File: config.mk
export PLATFORM = sky130hd
export DESIGN_NAME = dce_sqrt
export DESIGN_NICKNAME = d
export VERILOG_FILES = /design/src/rtl/dce_sqrt.sv
export SDC_FILE = /design/constraint.sdc
export NUM_CORES = 2
export LEC_CHECK = 0
export BUFFER_PORTS_ARGS = -buffer_cell sky130_fd_sc_hd__buf_2
export CAP_MARGIN = 40
export CELL_PAD_IN_SITES_DETAIL_PLACEMENT = 1
export CELL_PAD_IN_SITES_GLOBAL_PLACEMENT = 2
export CORE_UTILIZATION = 41
export DETAILED_ROUTE_END_ITERATION = 10
export MAX_ROUTING_LAYER = met4
export PLACE_DENSITY_LB_ADDON = 0.1
export SETUP_SLACK_MARGIN = 0.15
export SYNTH_ARGS = -nofsm -noshare
export SYNTH_HDL_FRONTEND = slang
export SYNTH_MEMORY_MAX_BITS = 65536
export SYNTH_SLANG_ARGS = --single-unit
File: constraint.sdc
create_clock -name clk -period 3.4 [get_ports clk]
set_input_delay 0.34 -clock clk [delete_from_list [all_inputs] [get_ports clk]]
set_output_delay 0.34 -clock clk [all_outputs]
set_load 0.05 [all_outputs]
File: src/rtl/dce_sqrt.sv
module dce_sqrt #(
    parameter int SIDE_W = 25
) (
    input  logic              clk,
    input  logic              rst_n,
    input  logic              en,
    input  logic              in_vld,
    input  logic [63:0]       in_val,
    input  logic [SIDE_W-1:0] in_side,
    output logic              out_vld,
    output logic [32:0]       out_rem,
    output logic [31:0]       out_root,
    output logic [SIDE_W-1:0] out_side
);

    localparam int STEPS = 32;

    logic [63:0]       rem_reg  [1:STEPS];
    logic [63:0]       res_reg  [1:STEPS];
    logic [SIDE_W-1:0] side_reg [1:STEPS];
    logic [STEPS:1]    vld_reg;

    for (genvar i = 0; i < STEPS; i++)
    begin : g_step
        localparam logic [63:0] BIT_C = 64'(1) << (62 - 2*i);
        logic [63:0]       rem_in, res_in, trial;
        logic [SIDE_W-1:0] side_in;
        logic              vld_in;

        if (i == 0)
        begin : g_first
            assign rem_in  = in_val;
            assign res_in  = '0;
            assign side_in = in_side;
            assign vld_in  = in_vld;
        end
        else
        begin : g_next
            assign rem_in  = rem_reg[i];
            assign res_in  = res_reg[i];
            assign side_in = side_reg[i];
            assign vld_in  = vld_reg[i];
        end

        assign trial = res_in + BIT_C;

        always_ff @(posedge clk)
        begin
            if (en)
            begin
                if (rem_in >= trial)
                begin
                    rem_reg[i+1] <= rem_in - trial;
                    res_reg[i+1] <= (res_in >> 1) + BIT_C;
                end
                else
                begin
                    rem_reg[i+1] <= rem_in;
                    res_reg[i+1] <= res_in >> 1;
                end
                side_reg[i+1] <= side_in;
            end
        end

        always_ff @(posedge clk or negedge rst_n)
        begin
            if (!rst_n)
            begin
                vld_reg[i+1] <= 1'b0;
            end
            else if (en)
            begin
                vld_reg[i+1] <= vld_in;
            end
        end
    end

    assign out_vld  = vld_reg[STEPS];
    assign out_rem  = rem_reg[STEPS][32:0];
    assign out_root = res_reg[STEPS][31:0];
    assign out_side = side_reg[STEPS];

endmodule

==> impl_metrics.ini <==
[logic_synthesis]
synthesis.instances = 10900
synth_edf_count = 3345
synth_nets = 11600
synth_area_per_cell_um2 = 13.6
ys_warn_count = 0
postSynth.asyncResetShare_pct = 0.948
synth.cell_area_um2 = 149000
synth.most_common_cell = edfxtp_1
synth_common_cells = 3345 x edfxtp_1, 778 x nand2_1, 703 x inv_1
synth_seq_cells = 3377
yosysSeqAreaShare_pct = 68.1
synth_cell_types = 85
ys_top_cells_by_area = edfxtp_1 68%, ha_1 4.7%, xnor2_1 2.8%
yosysTopAreaCell = edfxtp_1
synth_top_area_share_pct = 67.6
synth-main-ff-cell = edfxtp_1

[timing]
min_period_over_period_pct = 117
final.setup.tns_ns = -47.64
finalWorstSetupSlack_ns = -0.561
final.setup_skew_ns = 0.0686
setup_viol = 249
whs_ns = 0.0813
fmax_mhz = 252
finalCriticalPeriod_ns = 3.96
worst_slew_pin_slew_ns = 1.12
rsz0062_at_grt = true
finalHoldViolCount = 0
drv_slew = 0
relSlewSlack_pct = 25.1

[route]
wire_per_inst_um = 24.5
drt_iter0_drc = 4978
antenna_left = 0
drc = 0
vias = 97700
routed_wl_mm = 456
firstDrtPassIters = 8
via_per_inst = 5.25

[finish]
fin_nets = 14100
largest_reg_flops = 2017
area_growth_pct = 31.1
utilization_pct = 54.2
stdcell_count = 18600
final_cell_area_um2 = 195000
drive_above_1_share_pct = 30.0

[grt]
grt_pass1_vias = 107000
overflow = 0
grt_util_all_layers_pct = 25.0
grt_max_degree = 196
grt_pass1_wl_mm = 663
antenna_found_initial = 16

[die]
rows = 220
start_util_pct = 41.3
io-pin-count = 184
die_y_um = 604
core_um2 = 360000
die_area_um2 = 365000
die_x_um = 604

[worst_setup_path]
path_buf_inv = 3
critPathArrivalTime_ns = 4.63
end_kind = register
crit_chain = ha_1 > and3_4 > nand4_1 > buf_4 > nand4b_1 > nand4_1 > buf_6 > a2111oi_4 > or3_4 > or3_4 > buf_4 > nor3_4 > xor2_1
critPathSlowestCell = nand4b_1
worstSetupStartpointType = register
path_delay_family = simple AND/OR/NAND/NOR gates
crit_required_ns = 4.07
cpPeakStageDelay_ns = 0.59
critical_path_class = reg2reg
crit_path_max_fanout = 7

[outcome]
violations = negative setup slack
outcome = finished, violations left

[worst_hold_path]
hold_class = in2reg

[placement]
portBuffers = 183
placed_cells = 17300
dpl.hpwl_mm = 336
pre_cts_ws_ns = -1.39
gp_congestion = 0.983
placed_cell_area_um2 = 168000

[cts]
tritoncts = built
clk_latency_ns = 0.96
cts_root_buffer = clkbuf_16
clk_path_buf_depth = 4
clkSinkCount = 3377
cts-htree-levels = 5
cts_buffers = 371
clk_pin_slew_ns = 0.06

[power_and_ir_drop]
p_leak_nw = 74.9
ir_drop_mv = 0.482
p_total_mw = 129
cellPowerDensity_nw_per_um2 = 663

[flow_run]
cap_violations = 0
cells by family (layout without fill, tap and decap cells):
logic type               after synthesis  in the layout  synth area share (%)
XOR/XNOR                             899            899                  5.30
buffers and inverters                956           3841                  2.43
other                                  0             42                     0
AO/OA/AOI/OAI                       1946           1947                  8.02
multiplexers                         117            117                 0.875
adder cells (fa/ha/maj)              560            560                  4.71
flip-flops                          3377           3377                  68.1
AND/OR/NAND/NOR                     3044           3044                  10.6
power by group:
part / leakage (nW) / switching (mW) / internal [mW]
clock: 5.84 / 17.0 / 22.9
combinational: 36.4 / 18.2 / 15.3
sequential: 32.7 / 3.76 / 52.0
layout make-up:
class                   instances  area, um^2
diodes                         42         105
clock buffers                 453        9610
clock inverters               230        2440
fillers                     35100      165000
inverters                     703        2640
multi-input cells            6567       51800
flip-flops and latches       3377      101000
well taps                    4773        5970
repair buffers               2455       21200
what timing repair did:
item	4_1_cts	5_1_grt
pin swaps	350	348
gates resized for setup	1289	666
setup buffers	251	180
hold buffers	98	0
gates cloned	38	10
hold endpoints to repair	181	0
setup endpoints to repair	847	814
layer usage:
layer	track usage (%)	wire (um)	up-vias
met5	-	0	-
li1	-	-	46100
met2	50.1	263000	1742
met1	21.9	147000	48800
met4	15.7	35000	0
met3	2.53	11500	1037
worst paths after layout:
check,startpoint,endpoint,slack [ns],depth (start not counted)
worst min-delay path,in_val[28],rem_reg[0][92],0.08,2
worst min register to register,side_reg[2][192],side_reg[3][17],0.39,0
worst max-delay path,rem_reg[3][90],rem_reg[3][185],-0.56,13
max in group asynchronous,rst_n,g_step[26].vld_in,2.83,4
worst max register to register,rem_reg[3][90],rem_reg[3][185],-0.56,13
min in group asynchronous,rst_n,g_step[2].vld_in,0.40,4
layout by cell type (no fill, tap or decap), types with 87 or more instances in the layout:
cell           netlist  routed
edfxtp_1          3345    3345
buf_4                1    1830
inv_1              703     672
nand2_1            778     657
a21oi_1            568     475
ha_1               560     471
nor2_1             562     465
xnor2_1            477     440
xor2_1             422     415
o21ai_0            577     391
clkbuf_16            0     382
nor4_1             363     270
a21o_1             259     258
buf_2               11     185
nor3_1             275     182
buf_6                1     174
nand3_1            189     165
nand4_1            138     138
nand2b_1           135     126
o21a_1             111     106
o21ai_2              1     101
dlygate4sd3_1        0      97
buf_12               0      95
mux2_2              98      88
or3_1              109      87
(Power assumes the default switching activity.)
