`src/rtl/dce_pkg.sv`:
```
package dce_pkg;

    // Default sine table resolution: top bits of the 16-bit angle that are used.
    localparam int ANGLE_BITS_DEF = 16;

    localparam int ANGLE_W  = 16;
    localparam int COORD_W  = 32;
    localparam int RADIUS_W = 24;
    localparam int AXIS_W   = 25;
    localparam int SINE_W   = 31;

    localparam logic [30:0] HALF_PI_Q30 = 31'd1686629713;
    localparam logic [30:0] ONE_Q30     = 31'd1073741824;

    // The Taylor series uses six Horner steps, one per divisor.
    localparam int          DIV_COUNT = 6;
    localparam logic [2:0]  DIV_LAST  = 3'(DIV_COUNT - 1);

    typedef struct packed {
        logic              we;
        logic [SINE_W-1:0] data;
    } rom_wr_t;

    function automatic logic [7:0] div_const(input logic [2:0] step);
        logic [7:0] k;
        case (step)
            3'd0:    k = 8'd156;
            3'd1:    k = 8'd110;
            3'd2:    k = 8'd72;
            3'd3:    k = 8'd42;
            3'd4:    k = 8'd20;
            3'd5:    k = 8'd6;
            default: k = 8'd1;
        endcase
        return k;
    endfunction

    // floor(2^32 / k) for each divisor above.
    function automatic logic [31:0] div_recip(input logic [2:0] step);
        logic [31:0] m;
        case (step)
            3'd0:    m = 32'd27531841;
            3'd1:    m = 32'd39045157;
            3'd2:    m = 32'd59652323;
            3'd3:    m = 32'd102261126;
            3'd4:    m = 32'd214748364;
            3'd5:    m = 32'd715827882;
            default: m = 32'hFFFF_FFFF;
        endcase
        return m;
    endfunction

endpackage

```
`src/rtl/dce_sine_gen.sv`:
```
module dce_sine_gen #(
    parameter int ANGLE_BITS = dce_pkg::ANGLE_BITS_DEF
) (
    input  logic                     clk,
    input  logic                     rst_n,
    output dce_pkg::rom_wr_t         wr,
    output logic [ANGLE_BITS-2:0]    wr_addr,
    output logic                     done
);

    localparam int QS = ANGLE_BITS - 2;
    localparam int AW = ANGLE_BITS - 1;
    localparam logic [AW-1:0] QN = AW'(1) << QS;

    typedef enum logic [6:0] {
        G_X    = 7'b0000001,
        G_X2   = 7'b0000010,
        G_MUL  = 7'b0000100,
        G_DIV  = 7'b0001000,
        G_UPD  = 7'b0010000,
        G_FIN  = 7'b0100000,
        G_DONE = 7'b1000000
    } gen_state_t;

    gen_state_t  state_reg, state_next;
    logic [AW-1:0] p_reg;
    logic [2:0]  iter_reg;
    logic [30:0] x_reg;
    logic [31:0] x2_reg;
    logic [30:0] t_reg;
    logic [31:0] q_reg;
    logic [31:0] est_reg;

    logic [31:0] mul_a, mul_b;
    logic [63:0] prod;
    logic [63:0] round30;
    logic [30:0] x_calc;
    logic [30:0] fin_calc;
    logic [7:0]  div_k;
    logic [31:0] div_m;
    logic [31:0] est_k;
    logic [31:0] fix;
    logic [31:0] quot;

    always_comb
    begin
        case (state_reg)
            G_X:
            begin
                mul_a = 32'(p_reg);
                mul_b = 32'(dce_pkg::HALF_PI_Q30);
            end
            G_X2:
            begin
                mul_a = 32'(x_reg);
                mul_b = 32'(x_reg);
            end
            G_MUL:
            begin
                mul_a = x2_reg;
                mul_b = 32'(t_reg);
            end
            G_DIV:
            begin
                mul_a = q_reg;
                mul_b = div_m;
            end
            G_FIN:
            begin
                mul_a = 32'(x_reg);
                mul_b = 32'(t_reg);
            end
            default:
            begin
                mul_a = '0;
                mul_b = '0;
            end
        endcase
    end

    assign prod    = mul_a * mul_b;
    assign round30 = (prod + 64'(2**29)) >> 30;
    assign x_calc  = 31'((prod + 64'(2**(QS-1))) >> QS);
    assign fin_calc = (round30 > 64'(dce_pkg::ONE_Q30)) ? dce_pkg::ONE_Q30 : round30[30:0];

    // The scaled reciprocal gives the quotient or one less; one compare settles it.
    assign div_k = dce_pkg::div_const(iter_reg);
    assign div_m = dce_pkg::div_recip(iter_reg);
    assign est_k = est_reg * 32'(div_k);
    assign fix   = q_reg - est_k;
    assign quot  = est_reg + 32'(fix >= 32'(div_k));

    always_comb
    begin
        state_next = state_reg;
        case (state_reg)
            G_X:    state_next = G_X2;
            G_X2:   state_next = G_MUL;
            G_MUL:  state_next = G_DIV;
            G_DIV:  state_next = G_UPD;
            G_UPD:  state_next = (iter_reg == dce_pkg::DIV_LAST) ? G_FIN : G_MUL;
            G_FIN:  state_next = (p_reg == QN) ? G_DONE : G_X;
            G_DONE: state_next = G_DONE;
            default: state_next = G_X;
        endcase
    end

    always_ff @(posedge clk or negedge rst_n)
    begin
        if (!rst_n)
        begin
            state_reg <= G_X;
            p_reg     <= '0;
            iter_reg  <= '0;
        end
        else
        begin
            state_reg <= state_next;
            case (state_reg)
                G_X2:  iter_reg <= '0;
                G_UPD: iter_reg <= iter_reg + 3'd1;
                G_FIN:
                begin
                    if (p_reg != QN)
                    begin
                        p_reg <= p_reg + AW'(1);
                    end
                end
                default: ;
            endcase
        end
    end

    always_ff @(posedge clk)
    begin
        case (state_reg)
            G_X:  x_reg <= x_calc;
            G_X2:
            begin
                x2_reg <= round30[31:0];
                t_reg  <= dce_pkg::ONE_Q30;
            end
            G_MUL: q_reg   <= 32'(prod >> 30);
            G_DIV: est_reg <= prod[63:32];
            G_UPD:
            begin
                t_reg <= (quot > 32'(dce_pkg::ONE_Q30)) ? 31'd0
                                                        : 31'(32'(dce_pkg::ONE_Q30) - quot);
            end
            default: ;
        endcase
    end

    assign wr.we   = (state_reg == G_FIN);
    assign wr.data = fin_calc;
    assign wr_addr = p_reg;
    assign done    = (state_reg == G_DONE);

endmodule

```
`config.mk`:
```
export PLATFORM = sky130hd
export DESIGN_NAME = dce_sine_gen
export DESIGN_NICKNAME = d
export VERILOG_FILES = /design/src/rtl/dce_pkg.sv /design/src/rtl/dce_sine_gen.sv
export SDC_FILE = /design/constraint.sdc
export NUM_CORES = 2
export LEC_CHECK = 0
export ABC_AREA = 1
export BUFFER_PORTS_ARGS = -buffer_cell sky130_fd_sc_hd__buf_4
export CAP_MARGIN = 25
export CORE_AREA = 2 2 299 301
export DETAILED_ROUTE_END_ITERATION = 6
export DIE_AREA = 0 0 301 303
export PLACE_DENSITY_LB_ADDON = 0.15
export SLEW_MARGIN = 5
export SYNTH_ARGS = -nofsm -noshare
export SYNTH_HDL_FRONTEND = slang
export SYNTH_SLANG_ARGS = --single-unit
```
`constraint.sdc`:
```
create_clock -name clk -period 27.5 [get_ports clk]
set_clock_uncertainty 0.05 [all_clocks]
set_input_delay 5.5 -clock clk [delete_from_list [all_inputs] [get_ports clk]]
set_output_delay 5.5 -clock clk [all_outputs]
set_load 0.05 [all_outputs]
```
==> metrics.md <==
| Metric | Value |
|---|---|
| Status | finished clean |
| Max H-tree Level | 4 |
| Hold_buf cts | 0 |
| Cell Pwr Density | 10.1 mW/mm^2 |
| Worst-case clock buffer depth | 2 |
| CP max FO | 30 |
| Clk_lat worst skew | 0.46 ns |
| Final Cycle Share | 69.0% |
| Post-Syn Nets | 7977 |
| Netlist Area Pre-Place | 0.0525 mm^2 |
| Largest net degree at the start of global routing | 59 |
| Top Metal Used | met4 |
| Setup crit end kind | primary output |
| Layout cells sized above 1 | 5.80% |
| Initial Utilization | 59.7% |
| Final Hold Fails | 0 |
| Critical path data required time | 21.95 ns |
| Post-CTS setup buffers | 0 |
| DRT iter0 DRCs | 4905 |
| Synth Area per Inst | 7.99 um^2 |
| Hold crit path type | register to register |
| Slew headroom | 28.3% |
| Met2 WL | 81200 um |
| Max Clk Rate | 52.7 MHz |
| Min Hold Slack | 0.488 ns |
| Gpl congestion | 1.03 |
| Drt first pass iters | 6 |
| I/O Pins | 50 |
| PostCTS Resize Cnt | 0 |
| Setup total negative slack | 0 ns |
| DR vias | 44500 |
| Initial antenna violation count | 2 |
| Num rows | 109 |
| Cells on Worst Hold Path | 1 |
| Top_reg_cell synth | edfxtp_1 |
| RSZ-0062 raised after global routing | no |
| CTS tree | yes |
| Clock root cell | clkbuf_16 |
| Design Power | 0.000555 W |
| Final setup margin | 8.52 ns |
| Post-synth EDFFs | 158 |
| Met3 WL | 23100 um |
| Fin crit period | 18.98 ns |
| Synthesis-stage register bit count | 183 |
| # port buffers | 49 |
| Static Leak | 29.9 nW |
| WL met1 | 71000 um |
| WL final | 185000 um |
| Seq/Total Area, Yosys | 10.2% |
| Horiz. Die Dim | 301 um |
| Post-synthesis async set-or-reset flop share | 13.7% |
| DP Worst Slack | 9.46 ns |
| Nets | 7924 |
| TritonCTS Buffers | 17 |
| Warnings, synthesis | 0 |
| Max cap viols | 0 |
| Gr usage total | 41.8% |
| Area leader, netlist | fa_1 |
| Critical path arrival | 13.43 ns |
| Area Growth Syn to Fin | 4.63% |
| Detail Placement HPWL | 151000 um |
| Worst-margin pin slew | 1.08 ns |
| Top cell type's share of synthesized area | 41.1% |
| FF-to-FF path depth | 56 |
| Post-Synthesis Cells | 6570 |
| GRT Residual Overflow | 0 |
| Vias in the first global route | 45200 |
| Maximum vdd drop | 0.0420 mV |
| Routed WL per cell | 24.1 um |
| Reg clk slew, reported paths | 0.07 ns |
| Vias per inst | 5.79 |
| DRC | 0 |
| WS Path Type | register to primary output |
| Largest stage delay on the critical path | 0.84 ns |
| Clock Sinks | 183 |
| CP max stage cell | inv_1 |
| First-pass GRT wire length | 279000 um |
| Total Die Area | 0.0912 mm^2 |
| Post-synth top cells | inv_1 (1655), nand2_1 (1327), fa_1 (1079) |
| Top-count cell post-synth | inv_1 |
| Synth unique cells | 69 |
| Routed Antenna Nets | 0 |
| Critical Path Start Type | register |
| Die Y | 303 um |
| Most area-consuming cells after synthesis | fa_1 (41%), inv_1 (12%), nand2_1 (9.5%) |
| CORE AREA | 0.0880 mm^2 |
| Max-slew violation count | 0 |
| # setup viols final | 0 |
routing by layer:
layer  vias up  GRT usage [%]
met5         -              0
met1     22200           57.1
met3       541           9.97
met2      2683           63.7
li1      19100              -
met4         0           18.9
final cells by class:
class	instances	area (um^2)
Inverter	1710	6440
Clock inverter	14	156
Antenna cell	4	10.0
Timing Repair Buffer	146	1120
Multi-Input combinational cell	4459	40000
Clock buffer	18	429
Tap cell	1165	1460
Sequential cell	183	5370
Fill cell	7960	33000
worst paths after layout:
check | from | slack, ns | end
worst min-delay path | wr_addr[2] | 0.49 | wr_addr[2]
worst min register to register | wr_addr[2] | 0.49 | wr_addr[2]
worst max register to register | iter_reg[0] | 15.38 | t_reg[4]
max in group asynchronous | rst_n | 22.19 | state_reg[0]
worst max-delay path | iter_reg[0] | 8.52 | wr[28]
min in group asynchronous | rst_n | 4.90 | wr_addr[3]
critical path, delay by kind of cell, from the launching register on:
family                     cells  cell delay [ns]
buffers and inverters         14             3.34
xor gates and xnor gates       1             0.39
adders and majority gates     10             4.61
and+or+nand+nor               17             2.24
AOI/OAI and AO/OA              7             1.86
DFF                            1             0.45
through the flow:
stage / utilization (%) / area (um^2) / instances
2_1_floorplan: - / 52500 / 6570
3_3_place_gp: 61.7 / 54300 / 7659
3_5_place_dp: 61.8 / 54400 / 7663
4_1_cts: 62.5 / 55000 / 7695
5_1_grt: 62.5 / 55000 / 7695
6_report: 62.5 / 55000 / 7699
cell families (layout without fill, tap and decap cells):
| group | count (synthesis) | after routing | share of synthesized area (%) |
|---|---|---|---|
| other | 0 | 4 | 0 |
| AND/OR/NAND/NOR | 2494 | 2494 | 19.8 |
| adder cells (fa/ha/maj) | 1405 | 1405 | 48.9 |
| flip-flops | 183 | 183 | 10.2 |
| buffers and inverters | 1928 | 1888 | 13.9 |
| XOR/XNOR | 136 | 136 | 2.39 |
| AO/OA/AOI/OAI | 424 | 424 | 4.83 |
where the power goes:
group,switching (W),internal [W]
registers,0,0.000297
logic,0.000000759,0.0000000967
clock network,0.000127,0.000130
layout by cell type (no fill, tap or decap), types with 6 or more instances in the layout:
| cell | n |
|---|---|
| nor4_1 | 18 |
| a221oi_1 | 6 |
| buf_4 | 143 |
| inv_1 | 1652 |
| nor3_2 | 6 |
| clkinv_1 | 29 |
| nand3_1 | 135 |
| a21oi_2 | 36 |
| nor2_4 | 17 |
| nor3b_1 | 6 |
| clkbuf_16 | 17 |
| nand2_2 | 45 |
| o21bai_1 | 8 |
| a22o_1 | 19 |
| fa_1 | 1079 |
| a31oi_1 | 19 |
| nor2_1 | 773 |
| o21a_1 | 15 |
| nand3_2 | 13 |
| nand2_4 | 9 |
| nand3b_1 | 14 |
| xor2_1 | 101 |
| a21oi_1 | 181 |
| xnor2_1 | 31 |
| dfrtp_1 | 24 |
| edfxtp_1 | 158 |
| ha_1 | 326 |
| a211oi_1 | 7 |
| nor2_2 | 15 |
| nor4_2 | 9 |
| nand4_1 | 39 |
| o21ai_0 | 98 |
| nor3_1 | 44 |
| inv_2 | 21 |
| nand2_1 | 1326 |
| a22oi_1 | 8 |
| or2_2 | 8 |
| inv_6 | 6 |
(Power assumes the default switching activity.)
